**src/rtl/slt_pkg.sv**
```systemverilog
// ---------------------------------------------------------------------------
// Shell line tokenizer package
// Shared character codes, token kinds and result types.
// ---------------------------------------------------------------------------
package slt_pkg;

  localparam logic [7:0] CH_PIPE  = 8'h7C;
  localparam logic [7:0] CH_GT    = 8'h3E;
  localparam logic [7:0] CH_LT    = 8'h3C;
  localparam logic [7:0] CH_SPACE = 8'h20;
  localparam logic [7:0] CH_BSL   = 8'h5C;
  localparam logic [7:0] CH_DQ    = 8'h22;
  localparam logic [7:0] CH_SQ    = 8'h27;

  localparam int QDepth = 4;
  localparam int QAw    = $clog2(QDepth);

  typedef enum logic [2:0] {
    K_WORD    = 3'd0,
    K_PIPE    = 3'd1,
    K_RIN     = 3'd2,
    K_ROUT    = 3'd3,
    K_HEREDOC = 3'd4,
    K_APPEND  = 3'd5,
    K_EOL     = 3'd6
  } kind_t;

  typedef struct packed {
    kind_t      kind;
    logic [7:0] data;
    logic       has;
    logic       st;
    logic       en;
    logic       last;
  } res_t;

  typedef struct packed {
    logic two;
    res_t r1;
    res_t r0;
  } entry_t;

  function automatic res_t mk_res(kind_t k, logic [7:0] b, logic h, logic s, logic e);
    res_t r;
    r.kind = k;
    r.data = b;
    r.has  = h;
    r.st   = s;
    r.en   = e;
    r.last = 1'b0;
    return r;
  endfunction

endpackage

```
**src/rtl/slt_lexer.sv**
```systemverilog
// ---------------------------------------------------------------------------
// Shell line tokenizer front end
// Accepts one byte per cycle while the queue is not full, tracks the lexer
// state and forms up to two results per byte as one queue entry.
// ---------------------------------------------------------------------------
module slt_lexer import slt_pkg::*; (
  input  logic       clk,
  input  logic       rst_n,
  input  logic       in_tvalid,
  output logic       in_tready,
  input  logic [7:0] in_tdata,
  input  logic       in_tlast,
  input  logic       q_full,
  output logic       q_push,
  output entry_t     q_data
);

  typedef enum logic [2:0] {
    M_IDLE  = 3'd0,
    M_WORD  = 3'd1,
    M_SQ    = 3'd2,
    M_DQ    = 3'd3,
    M_REDIR = 3'd4
  } mode_t;

  mode_t      mode_r, mode_nxt;
  logic [7:0] held_char_r, held_char_nxt;
  logic       held_valid_r, held_valid_nxt;
  logic       open_r, open_nxt;
  logic       esc_r, esc_nxt;
  logic       rout_r, rout_nxt;

  logic       accept;
  logic [7:0] c;
  logic       is_sep;
  logic       do_fin, do_idle, do_add, do_pair, do_eol;
  logic [1:0] n;
  res_t       res_a [2];
  kind_t      pk;

  assign in_tready = !q_full;
  assign accept    = in_tvalid && in_tready;
  assign c         = in_tdata;
  assign is_sep    = (c == CH_SPACE) || (c == CH_SQ) || (c == CH_DQ) || (c == CH_PIPE) ||
                     (c == CH_LT) || (c == CH_GT);

  always_comb begin
    mode_nxt       = mode_r;
    held_char_nxt  = held_char_r;
    held_valid_nxt = held_valid_r;
    open_nxt       = open_r;
    esc_nxt        = esc_r;
    rout_nxt       = rout_r;
    n              = 2'd0;
    res_a[0]       = '0;
    res_a[1]       = '0;
    do_fin         = 1'b0;
    do_idle        = 1'b0;
    do_add         = 1'b0;
    do_pair        = 1'b0;
    do_eol         = 1'b0;
    pk             = rout_r ? K_APPEND : K_HEREDOC;

    if (in_tlast) begin
      do_fin = 1'b1;
      do_eol = 1'b1;
    end else begin
      case (mode_r)
        M_WORD: begin
          if (is_sep) begin
            do_fin  = 1'b1;
            do_idle = 1'b1;
          end else begin
            do_add = 1'b1;
          end
        end
        M_SQ: begin
          if (c == CH_SQ) do_fin = 1'b1;
          else do_add = 1'b1;
        end
        M_DQ: begin
          if (esc_r) begin
            esc_nxt = 1'b0;
            do_add  = 1'b1;
          end else if (c == CH_DQ) begin
            do_fin = 1'b1;
          end else begin
            esc_nxt = (c == CH_BSL);
            do_add  = 1'b1;
          end
        end
        M_REDIR: begin
          if (c == held_char_r) begin
            do_pair = 1'b1;
          end else begin
            do_fin  = 1'b1;
            do_idle = 1'b1;
          end
        end
        default: do_idle = 1'b1;
      endcase
    end

    if (do_pair) begin
      res_a[0] = mk_res(pk, held_char_r, 1'b1, 1'b1, 1'b0);
      res_a[1] = mk_res(pk, c, 1'b1, 1'b0, 1'b1);
      n        = 2'd2;
      mode_nxt       = M_IDLE;
      held_char_nxt  = '0;
      held_valid_nxt = 1'b0;
      open_nxt       = 1'b0;
      esc_nxt        = 1'b0;
      rout_nxt       = 1'b0;
    end

    if (do_fin) begin
      case (mode_r)
        M_REDIR: begin
          res_a[0] = mk_res(rout_r ? K_ROUT : K_RIN, held_char_r, 1'b1, 1'b1, 1'b1);
          n        = 2'd1;
        end
        M_WORD, M_SQ, M_DQ: begin
          if (held_valid_r) res_a[0] = mk_res(K_WORD, held_char_r, 1'b1, !open_r, 1'b1);
          else res_a[0] = mk_res(K_WORD, 8'd0, 1'b0, 1'b1, 1'b1);
          n = 2'd1;
        end
        default: n = 2'd0;
      endcase
      mode_nxt       = M_IDLE;
      held_char_nxt  = '0;
      held_valid_nxt = 1'b0;
      open_nxt       = 1'b0;
      esc_nxt        = 1'b0;
      rout_nxt       = 1'b0;
    end

    if (do_add) begin
      if (held_valid_r) begin
        res_a[0] = mk_res(K_WORD, held_char_r, 1'b1, !open_r, 1'b0);
        n        = 2'd1;
        open_nxt = 1'b1;
      end
      held_char_nxt  = c;
      held_valid_nxt = 1'b1;
    end

    if (do_idle) begin
      mode_nxt       = M_IDLE;
      held_char_nxt  = '0;
      held_valid_nxt = 1'b0;
      open_nxt       = 1'b0;
      esc_nxt        = 1'b0;
      rout_nxt       = 1'b0;
      if (c == CH_SPACE) begin
        mode_nxt = M_IDLE;
      end else if (c == CH_SQ) begin
        mode_nxt = M_SQ;
      end else if (c == CH_DQ) begin
        mode_nxt = M_DQ;
      end else if (c == CH_PIPE) begin
        res_a[n[0]] = mk_res(K_PIPE, c, 1'b1, 1'b1, 1'b1);
        n           = n + 2'd1;
      end else if ((c == CH_LT) || (c == CH_GT)) begin
        mode_nxt       = M_REDIR;
        held_char_nxt  = c;
        held_valid_nxt = 1'b1;
        rout_nxt       = (c == CH_GT);
      end else begin
        mode_nxt       = M_WORD;
        held_char_nxt  = c;
        held_valid_nxt = 1'b1;
      end
    end

    if (do_eol) begin
      res_a[n[0]] = mk_res(K_EOL, 8'd0, 1'b0, 1'b1, 1'b1);
      n           = n + 2'd1;
    end

    if (n == 2'd1) res_a[0].last = 1'b1;
    if (n == 2'd2) res_a[1].last = 1'b1;
  end

  assign q_push      = accept && (n != 2'd0);
  assign q_data.two  = n[1];
  assign q_data.r0   = res_a[0];
  assign q_data.r1   = res_a[1];

  always_ff @(posedge clk) begin
    if (!rst_n) begin
      mode_r       <= M_IDLE;
      held_char_r  <= '0;
      held_valid_r <= 1'b0;
      open_r       <= 1'b0;
      esc_r        <= 1'b0;
      rout_r       <= 1'b0;
    end else if (accept) begin
      mode_r       <= mode_nxt;
      held_char_r  <= held_char_nxt;
      held_valid_r <= held_valid_nxt;
      open_r       <= open_nxt;
      esc_r        <= esc_nxt;
      rout_r       <= rout_nxt;
    end
  end

endmodule

```
**src/rtl/slt_queue.sv**
```systemverilog
// ---------------------------------------------------------------------------
// Shell line tokenizer entry queue
// Small first-in first-out buffer between the front and back ends.
// ---------------------------------------------------------------------------
module slt_queue import slt_pkg::*; (
  input  logic   clk,
  input  logic   rst_n,
  input  logic   push,
  input  entry_t push_data,
  output logic   full,
  input  logic   pop,
  output entry_t pop_data,
  output logic   empty
);

  entry_t           mem_r [QDepth];
  logic [QAw-1:0]   wr_ptr_r, rd_ptr_r;
  logic [QAw:0]     cnt_r;
  logic             do_push, do_pop;

  assign full     = (cnt_r == (QAw+1)'(QDepth));
  assign empty    = (cnt_r == '0);
  assign do_push  = push && !full;
  assign do_pop   = pop && !empty;
  assign pop_data = mem_r[rd_ptr_r];

  always_ff @(posedge clk) begin
    if (do_push) mem_r[wr_ptr_r] <= push_data;
  end

  always_ff @(posedge clk) begin
    if (!rst_n) begin
      wr_ptr_r <= '0;
      rd_ptr_r <= '0;
      cnt_r    <= '0;
    end else begin
      if (do_push) wr_ptr_r <= wr_ptr_r + 1'b1;
      if (do_pop) rd_ptr_r <= rd_ptr_r + 1'b1;
      case ({do_push, do_pop})
        2'b10:   cnt_r <= cnt_r + 1'b1;
        2'b01:   cnt_r <= cnt_r - 1'b1;
        default: cnt_r <= cnt_r;
      endcase
    end
  end

endmodule

```
**src/rtl/slt_emitter.sv**
```systemverilog
// ---------------------------------------------------------------------------
// Shell line tokenizer back end
// Splits queue entries into single results and drives the output register.
// ---------------------------------------------------------------------------
module slt_emitter import slt_pkg::*; (
  input  logic       clk,
  input  logic       rst_n,
  input  logic       q_empty,
  input  entry_t     q_data,
  output logic       q_pop,
  output logic       out_tvalid,
  input  logic       out_tready,
  output logic [7:0] out_tdata,
  output logic [5:0] out_tuser,
  output logic       out_tlast
);

  entry_t cur_r;
  logic   cur_valid_r;
  logic   phase_r;
  res_t   out_r;
  logic   out_valid_r;
  logic   load;
  logic   consume;
  res_t   sel;

  assign load    = cur_valid_r && (!out_valid_r || out_tready);
  assign consume = load && (phase_r || !cur_r.two);
  assign q_pop   = !q_empty && (!cur_valid_r || consume);
  assign sel     = phase_r ? cur_r.r1 : cur_r.r0;

  always_ff @(posedge clk) begin
    if (q_pop) cur_r <= q_data;
    if (load) out_r <= sel;
  end

  always_ff @(posedge clk) begin
    if (!rst_n) begin
      cur_valid_r <= 1'b0;
      phase_r     <= 1'b0;
      out_valid_r <= 1'b0;
    end else begin
      if (q_pop) begin
        cur_valid_r <= 1'b1;
        phase_r     <= 1'b0;
      end else if (consume) begin
        cur_valid_r <= 1'b0;
        phase_r     <= 1'b0;
      end else if (load) begin
        phase_r <= 1'b1;
      end
      if (load) out_valid_r <= 1'b1;
      else if (out_tready) out_valid_r <= 1'b0;
    end
  end

  assign out_tvalid = out_valid_r;
  assign out_tdata  = out_r.data;
  assign out_tuser  = {out_r.en, out_r.st, out_r.has, out_r.kind};
  assign out_tlast  = out_r.last;

endmodule

```
**src/rtl/shell_line_tokenizer.sv**
```systemverilog
// ---------------------------------------------------------------------------
// Shell line tokenizer
// Splits a command line, given byte by byte, into word and operator tokens.
//
// The input stream carries one character per transaction in in_tdata; a
// transaction with in_tlast high ends the line and its data is ignored.
// The output stream carries one token byte per transaction. out_tuser tells
// the token kind, whether out_tdata holds content, and the token start and
// end flags; out_tlast marks the last result caused by one input byte.
// An input byte gives zero, one or two results. The front end takes one byte
// per cycle while the four-entry queue has room; the back end sends one result
// per cycle while the receiver is ready. When the queue and the back end are
// empty, the first result of a byte passes the queue, the current-entry
// register and the output register before it is presented. Because the last
// content byte of a word is held until the word ends, its result appears
// only with the byte that ends the word.
// Synchronous reset returns the lexer to its idle state and empties the
// queue and the output register. When the receiver stalls, the output holds
// and the queue fills, after which in_tready falls.
// ---------------------------------------------------------------------------
module shell_line_tokenizer import slt_pkg::*; (
  input  logic       clk,
  input  logic       rst_n,
  input  logic       in_tvalid,
  output logic       in_tready,
  input  logic [7:0] in_tdata,   // [7:0] in_byte
  input  logic       in_tlast,   // end_of_line
  output logic       out_tvalid,
  input  logic       out_tready,
  output logic [7:0] out_tdata,  // [7:0] out_byte
  output logic [5:0] out_tuser,  // [2:0] tok_kind, [3] has_byte, [4] tok_start, [5] tok_end
  output logic       out_tlast   // run_last
);

  logic   q_push, q_full, q_pop, q_empty;
  entry_t q_wdata, q_rdata;

  slt_lexer u_lexer (
    .clk       (clk),
    .rst_n     (rst_n),
    .in_tvalid (in_tvalid),
    .in_tready (in_tready),
    .in_tdata  (in_tdata),
    .in_tlast  (in_tlast),
    .q_full    (q_full),
    .q_push    (q_push),
    .q_data    (q_wdata)
  );

  slt_queue u_queue (
    .clk       (clk),
    .rst_n     (rst_n),
    .push      (q_push),
    .push_data (q_wdata),
    .full      (q_full),
    .pop       (q_pop),
    .pop_data  (q_rdata),
    .empty     (q_empty)
  );

  slt_emitter u_emitter (
    .clk        (clk),
    .rst_n      (rst_n),
    .q_empty    (q_empty),
    .q_data     (q_rdata),
    .q_pop      (q_pop),
    .out_tvalid (out_tvalid),
    .out_tready (out_tready),
    .out_tdata  (out_tdata),
    .out_tuser  (out_tuser),
    .out_tlast  (out_tlast)
  );

endmodule
```
**config.mk**
```make
export PLATFORM = sky130hd
export DESIGN_NAME = shell_line_tokenizer
export DESIGN_NICKNAME = d
export VERILOG_FILES = /design/src/rtl/slt_pkg.sv /design/src/rtl/slt_lexer.sv /design/src/rtl/slt_queue.sv /design/src/rtl/slt_emitter.sv /design/src/rtl/shell_line_tokenizer.sv
export SDC_FILE = /design/constraint.sdc
export NUM_CORES = 1
export LEC_CHECK = 0
export BUFFER_PORTS_ARGS = -buffer_cell sky130_fd_sc_hd__buf_2
export CAP_MARGIN = 5
export CORE_MARGIN = 4
export CORE_UTILIZATION = 64
export CTS_BUF_LIST = sky130_fd_sc_hd__clkbuf_8
export DETAILED_ROUTE_END_ITERATION = 12
export PLACE_DENSITY = 0.82
export SETUP_SLACK_MARGIN = 0.05
export SLEW_MARGIN = 20
export SYNTH_ARGS = -nofsm -noshare
export SYNTH_HDL_FRONTEND = slang
export SYNTH_HIERARCHICAL = 1
export SYNTH_SLANG_ARGS = --single-unit
```
**constraint.sdc**
```tcl
create_clock -name clk -period 6 [get_ports clk]
set_input_delay 1.2 -clock clk [delete_from_list [all_inputs] [get_ports clk]]
set_output_delay 1.2 -clock clk [all_outputs]
set_load 0.02 [all_outputs]
```
; Word-level counts from Yosys, hierarchy flattened
; Memory sizes are Yosys's and may differ from the RTL's. A register that Yosys moved wholly into a read port is not among the register bits.
; Cells that the tools add are included.
; W data, S select, Z words.
[classes]
n_lt_le_gt_ge = 4
reduce_logical = 39
n_mux = 101
n_bitwise = 6
n_addsub = 6
n_eq_ne = 18
[ops]
columns = cell, count
row1 = $mux W30, 7
row2 = $mux W15, 6
row3 = $mux W8, 8
row4 = $mux W1, 53
row5 = $eq A8 B6 Y1 const B, 5
row6 = $bwmux W30, 1
row7 = $demux W15 S1, 2
row8 = $pmux W15 S2, 1
row9 = $mux W3, 8
row10 = $and A22 B22 Y22, 1
row11 = $not A22 Y22, 1
row12 = $mux W2, 10
row13 = $eq A8 B7 Y1 const B, 2
row14 = $mux W12, 1
row15 = $logic_and A1 B1 Y1, 9
row16 = $logic_or A1 B1 Y1, 9
row17 = $add A2 B1 Y2 const B, 4
row18 = $eq A8 B8 Y1, 1
row19 = $or A8 B8 Y8, 1
row20 = $reduce_bool A2 Y1, 4
row21 = $reduce_bool A4 Y1, 2
row22 = $eq A3 B2 Y1 const B, 2
row23 = $eq A3 B3 Y1 const B, 2
row24 = $logic_not A1 Y1, 6
row25 = 20 further kinds, 28
[totals]
reg_bits = 40
mem_bits_rw = 124
wordCells = 193
mem_count = 1
[mem_list]
columns = name, words, width, read_ports, rd_clocked_by_memory_dff, write_ports, line_no
row1 = u_queue.mem_r, 4, 31, 1, 1, 1, slt_queue.sv:16  ; entry_t mem_r [QDepth];

; Logic depth before layout (Yosys ltp)
[logic_depth]
ltp_word = 27
mapped_depth = 19
depth_no_buf = 17

; Modules after synthesis
; Netlist, hierarchy kept.
[by_module_without_submodules]
columns = mod, n_inst, area_per_inst_um2, cells_per_inst
row1 = slt_queue, 1, 4964.8, 215
row2 = slt_emitter, 1, 1749.2, 78
row3 = slt_lexer, 1, 1392.6, 181

; Worst setup path before layout
; OpenSTA, ideal clock, no wires.
[synth_path]
kind = input to register
from = input port in_tdata[0]
to = register u_queue.cnt_r[2]
path_stages = 19
n_path_buf = 2
arrival_ns = 4.759
setup_slack_ns = 1.171
path_cell_list = buf_2 nor4b_1 o211ai_1 a22oi_2 o2111ai_4 ha_1 mux2_2 ha_1 inv_1 a21oi_1 nor2b_1 buf_2 inv_2 ha_1 inv_1 fa_1 xor2_1 or3_1 a21boi_1
[synth_between]
elab_chain_cells = 25
elab_cells_between_ends = 49
[synth_rtl]
columns = element, line_no
row1 = from (decl), shell_line_tokenizer.sv:26  ; input logic [7:0] in_tdata,
row2 = "$eq A8 B6 Y1, on equally long branches", -
row3 = $logic_or A1 B1 Y1 (4 in a row), slt_lexer.sv:44  ; assign is_sep = (c == CH_SPACE) || (c == CH_SQ) || (c == CH_DQ) || (c == CH_PIPE) ||
row4 = $logic_or A1 B1 Y1, slt_lexer.sv:45  ; (c == CH_LT) || (c == CH_GT);
row5 = $mux W1, slt_lexer.sv:70  ; if (is_sep) begin
row6 = $pmux W1 S4, slt_lexer.sv:68  ; case (mode_r)
row7 = $mux W1, slt_lexer.sv:64  ; if (in_tlast) begin
row8 = $mux W2, slt_lexer.sv:116  ; if (do_fin) begin
row9 = $mux W2, slt_lexer.sv:138  ; if (held_valid_r) begin
row10 = (+7 left out), -
row11 = $add A2 B1 Y2, slt_lexer.sv:177  ; n = n + 2'd1;
row12 = $mux W2 (*), slt_lexer.sv:175  ; if (do_eol) begin
row13 = $reduce_bool A2 Y1 (*), slt_lexer.sv:184  ; assign q_push = accept && (n != 2'd0);
row14 = $logic_and A1 B1 Y1 (*), slt_lexer.sv:184
row15 = net q_push, shell_line_tokenizer.sv:35  ; logic q_push, q_full, q_pop, q_empty;
row16 = $logic_and A1 B1 Y1 (*), slt_queue.sv:23  ; assign do_push = push && !full;
row17 = $eq A2 B1 Y1 / $eq A2 B2 Y1 (equally long branches), slt_queue.sv:39  ; case ({do_push, do_pop})
row18 = $pmux W3 S2 / $reduce_bool A2 Y1 (equally long branches), -
row19 = to (signal assigned), slt_queue.sv:40  ; 2'b10: cnt_r <= cnt_r + 1'b1;
row20 = to (signal assigned), slt_queue.sv:41  ; 2'b01: cnt_r <= cnt_r - 1'b1;
row21 = to (signal assigned), slt_queue.sv:42  ; default: cnt_r <= cnt_r;
row22 = to (decl), slt_queue.sv:18  ; logic [QAw:0] cnt_r;
; The timed path passes the listed nets; every way through them passes the cells marked *.
; A chain may end at the register's enable or synchronous reset.

; Final worst setup path
[layout_path]
from = input port in_tdata[4]
to = register u_queue.cnt_r[2]
; Same word-level chain as after synthesis.

==> impl_metrics.env <==
export IMPL_synth_enable_flop_cells=170
export IMPL_top_level_ports=30
export IMPL_synth_compound_gate_area_share=0.0539
export IMPL_die_area_um2=14500
export IMPL_post_synth_top_area_fraction=0.630
export IMPL_yosys_register_bits=197
export IMPL_timing_setup_tns_ps=0
export IMPL_syn_area_per_cell_um2=17.1
export IMPL_p_int_mw=2.37
export IMPL_drt_drc_violations_left=0
export IMPL_seq_power_share=0.570
export IMPL_cp_cell_sequence="buf_2, xnor2_1, nand4_1, o21ai_0, o2111ai_4, ha_1, mux2_2, ha_1, inv_1, a21oi_1, nor2b_1, inv_2, ha_1, inv_1, fa_1, xor2_1, or3_1, a21boi_1"
export IMPL_worst_setup_path_end_kind="flop"
export IMPL_detailedRoute_firstPassIterationCount=5
export IMPL_grt_setup_unrepaired="false"
export IMPL_post_cts_buffers=0
export IMPL_synth_top_cell_by_area="edfxtp_1"
export IMPL_wl_met3_um=913
export IMPL_hold_viol=0
export IMPL_synthXorXnorAreaFrac=0.0140
export IMPL_synth_main_ff_cell="edfxtp_1"
export IMPL_die_h_um=121
export IMPL_maximum_number_of_pins_on_one_net_before_global_route_repair=35
export IMPL_fin_nets=530
export IMPL_crit_path_max_incr_delay_ps=480
export IMPL_tritoncts="done"
export IMPL_total_switching_power_uw=872
export IMPL_worst_ir_drop_vdd_uv=196
export IMPL_clk_pin_slew_worst_paths_ps=90
export IMPL_portBuffers=29
export IMPL_drive_above_1_share=0.257
export IMPL_antenna_cells=0
export IMPL_dp_final_hpwl_mm=9.02
export IMPL_worst_setup_path_type="in2reg"
export IMPL_viasPerCell=6.05
export IMPL_timing_max_transition_violations_final=0
export IMPL_met2WireLength_mm=7.01
export IMPL_cts_htree_levels=4
export IMPL_core_um2=12200
export IMPL_postSynthCellCount=474
export IMPL_max_clock_path_buffers=2
export IMPL_worst_setup_path_start_kind="input pin"
export IMPL_synth_async_reset_ratio=0
export IMPL_worst_hold_margin_ps=495
export IMPL_netSwitchingFraction=0.269
export IMPL_combinationalPowerShare=0.193
export IMPL_top_signal_layer_used="met4"
export IMPL_routedLengthMet1_mm=5.77
export IMPL_drt_antenna_violating_nets=0
export IMPL_starting_utilization_of_the_core_area=0.664
export IMPL_tritoncts_num_buffers=17
export IMPL_crit_fanout=10
export IMPL_standard_cell_rows=40
export IMPL_crit_buf_inv=4
export IMPL_synthesized_nets=495
export IMPL_finClkSkew_ps=9.80
export IMPL_synth_sequential_area_ratio=0.696
export IMPL_timing_final_crit_period_ps=4720
export IMPL_combinational_family_with_the_most_area_after_synthesis="multiplexers"
export IMPL_ctsResizeCount=0
export IMPL_report_final_setup_viol=0
export IMPL_arrival_ps=5090
export IMPL_cellPowerDensity_nw_per_um2=371
export IMPL_grt_pass1_vias=4265
export IMPL_slowest_cp_cell="o21ai_0"
export IMPL_cts_hold_buffers_added=0
export IMPL_r2r_setup_slack_ps=1790
export IMPL_r2r_start="u_lexer/mode_r[2]$_SDFFE_PN0P_"
export IMPL_timing_fmax_ghz=0.212
export IMPL_yosys_top_cells_area="edfxtp_1 63%, mux4_2 8.6%, dfxtp_1 6.7%"
export IMPL_critPathMostFrequentCell="ha_1"
export IMPL_synth_area_um2=8110
export IMPL_crit_end="u_queue/cnt_r[2]$_SDFFE_PN0P_"
export IMPL_tightestPinTransition_ps=1090
export IMPL_ys_warn_count=6
export IMPL_synthSimpleGateAreaFrac=0.0829
export IMPL_clkLatencyLatePin_ps=450
export IMPL_total_number_of_clock_tree_sinks=197
export IMPL_global_route_wire_length_before_repair_mm=22.6
export IMPL_yosys_area_share_adder=0.0133
export IMPL_share_clk_of_total_power=0.237
export IMPL_slew_headroom=0.275
export IMPL_totalWireLength_mm=14.0
export IMPL_synth_cell_types=59
export IMPL_worst_path_dominant_cell_family="adder cells"
export IMPL_proportion_of_synthesized_area_in_mux_cells=0.116
export IMPL_cap_violations=0
export IMPL_dieWidth_um=121
export IMPL_hold_crit_path_type="reg2reg"
export IMPL_antenna_found_initial=0
export IMPL_clock_root_buffer="clkbuf_8"
export IMPL_vias=4174
export IMPL_regToRegEndpoint="u_queue/cnt_r[2]$_SDFFE_PN0P_"
export IMPL_avgRoutedWirePerCell_um=20.2
export IMPL_cp_num_cells=18
export IMPL_grt_use_total=0.208
export IMPL_grt_overflow=0
export IMPL_crit_start="in_tdata[4]"
export IMPL_worst_r2r_cell_count=17
export IMPL_worstPathRequired_ps=6370
export IMPL_power_leakage_nw=2.96
export IMPL_outcome="completed"
export IMPL_final_min_period_over_clock_period=0.786
export IMPL_detailed_route_iter0_violations=475
export IMPL_area_growth_pct=7.93
export IMPL_finalWeightedCongestion=0.943
[power groups by stage]
stage / sequential (mW) / combinational [mW] / clock (mW)
after global placement: 1.87 / 0.621 / 0
after floorplan: 1.90 / 0.448 / 0
after detailed placement: 1.88 / 0.639 / 0
after CTS: 1.85 / 0.640 / 0.788
after global routing: 1.87 / 0.685 / 0.864
final: 1.85 / 0.626 / 0.771
[cell families after synthesis]
| family | after synthesis |
|---|---|
| simple gates | 119 |
| mux | 50 |
| xor+xnor | 13 |
| buf+inv | 34 |
| flops | 197 |
| fa+ha+maj | 8 |
| compound gates | 53 |
[worst min-delay path by stage]
| stage | startpoint | endpoint | slack (ps) | cells after the start |
|---|---|---|---|---|
| after floorplan | u_lexer/esc_r$_SDFFE_PN0P_ | u_lexer/esc_r$_SDFFE_PN0P_ | 440 | 2 |
| after global placement | u_queue/rd_ptr_r[1]$_SDFFE_PN0P_ | flop | 460 | 2 |
| after detailed placement | u_lexer/esc_r$_SDFFE_PN0P_ | u_lexer/esc_r$_SDFFE_PN0P_ | 480 | 2 |
| after CTS | u_lexer/esc_r$_SDFFE_PN0P_ | u_lexer/esc_r$_SDFFE_PN0P_ | 500 | 2 |
| after global routing | u_lexer/esc_r$_SDFFE_PN0P_ | u_lexer/esc_r$_SDFFE_PN0P_ | 510 | 2 |
| final | u_queue/rd_ptr_r[1]$_SDFFE_PN0P_ | flop | 490 | 2 |
[through the flow]
step,instances,area [um2],util,setup slack [ps],total power [mW]
final,690,8750,0.716,1280,3.25
after global routing,690,8750,0.716,990,3.42
after CTS,690,8750,0.716,1350,3.28
after detailed placement,658,8380,0.686,851,2.52
after global placement,658,8380,0.686,992,2.49
after floorplan,474,8110,-,1170,2.35
[tightest hold or removal path, stage by stage, from the launching register on]
cell and delay, ps:
dfxtp_1 320, o21ai_0 60, a21boi_1 80
[placed cells by master (no fill, tap or decap), drive strengths merged, types with 2 or more instances in the layout]
| cell | count |
|---|---|
| buf | 36 |
| nor2 | 14 |
| a22o | 7 |
| xnor2 | 11 |
| and4 | 2 |
| nand4b | 3 |
| nor3 | 4 |
| o2111ai | 3 |
| edfxtp | 170 |
| clkinvlp | 3 |
| a21oi | 6 |
| nand3 | 6 |
| mux2i | 3 |
| nor2b | 17 |
| xor2 | 2 |
| a21o | 2 |
| nand2 | 38 |
| or3 | 2 |
| mux4 | 31 |
| clkbuf | 17 |
| and3 | 5 |
| nand4 | 5 |
| dfxtp | 27 |
| nor4b | 2 |
| mux2 | 16 |
| o21a | 3 |
| a21boi | 6 |
| o21ai | 13 |
| clkinv | 6 |
| inv | 19 |
| ha | 7 |
| a31oi | 3 |
| o211ai | 3 |
| and2 | 14 |
[final cells by class]
type | count | area, um2
clock buffer | 17 | 234
clock inverter | 15 | 133
fill | 767 | 3460
inverter | 14 | 52.6
multi-input combinational | 243 | 2270
sequential | 197 | 5650
tap | 168 | 210
timing repair buffer | 36 | 198
[Yosys cell counts, types with 2 or more instances]
cell / instances
nor2b_1: 16
ha_1: 7
buf_6: 5
xor2_1: 2
a21boi_1: 5
o21ai_0: 13
mux4_2: 31
or3_1: 2
and2_1: 14
nor2_2: 2
a22o_1: 7
and4_1: 2
clkbuf_1: 4
and3_1: 5
o211ai_1: 3
nand4_1: 5
nand4b_1: 3
xnor2_1: 11
a31oi_4: 2
mux2_2: 7
a21oi_1: 6
nor3_1: 3
mux2_4: 9
dfxtp_1: 27
nor2_1: 12
nand3_1: 6
inv_1: 13
edfxtp_1: 170
mux2i_1: 3
nand2_1: 38
a21o_1: 2
o21a_1: 3
buf_2: 10
[state kept, by name (all words and copies together) (netlist names), named ones only]
| signal | count |
|---|---|
| u_queue/mem_r | 124 |
| u_lexer/held_char_r | 8 |
| u_queue/wr_ptr_r | 2 |
| u_lexer/rout_r | 1 |
| u_emitter/cur_valid_r | 1 |
| u_lexer/mode_r | 3 |
| u_emitter/phase_r | 1 |
| u_emitter/out_tvalid | 1 |
| u_queue/cnt_r | 3 |
| u_emitter/out_tlast | 1 |
| u_emitter/out_tuser | 6 |
| u_lexer/esc_r | 1 |
| u_emitter/cur_r | 31 |
| u_lexer/open_r | 1 |
| u_queue/rd_ptr_r | 2 |
| u_lexer/held_valid_r | 1 |
| u_emitter/out_tdata | 8 |
[per-layer routing]
metal  global-route usage  vias to the layer above
li1                     -                     1909
met1                0.285                     2087
met2                0.329                      156
met3               0.0435                       22
met4               0.0907                        0
met5                    0                        -
No activity file was read; power rests on OpenSTA's default activity.
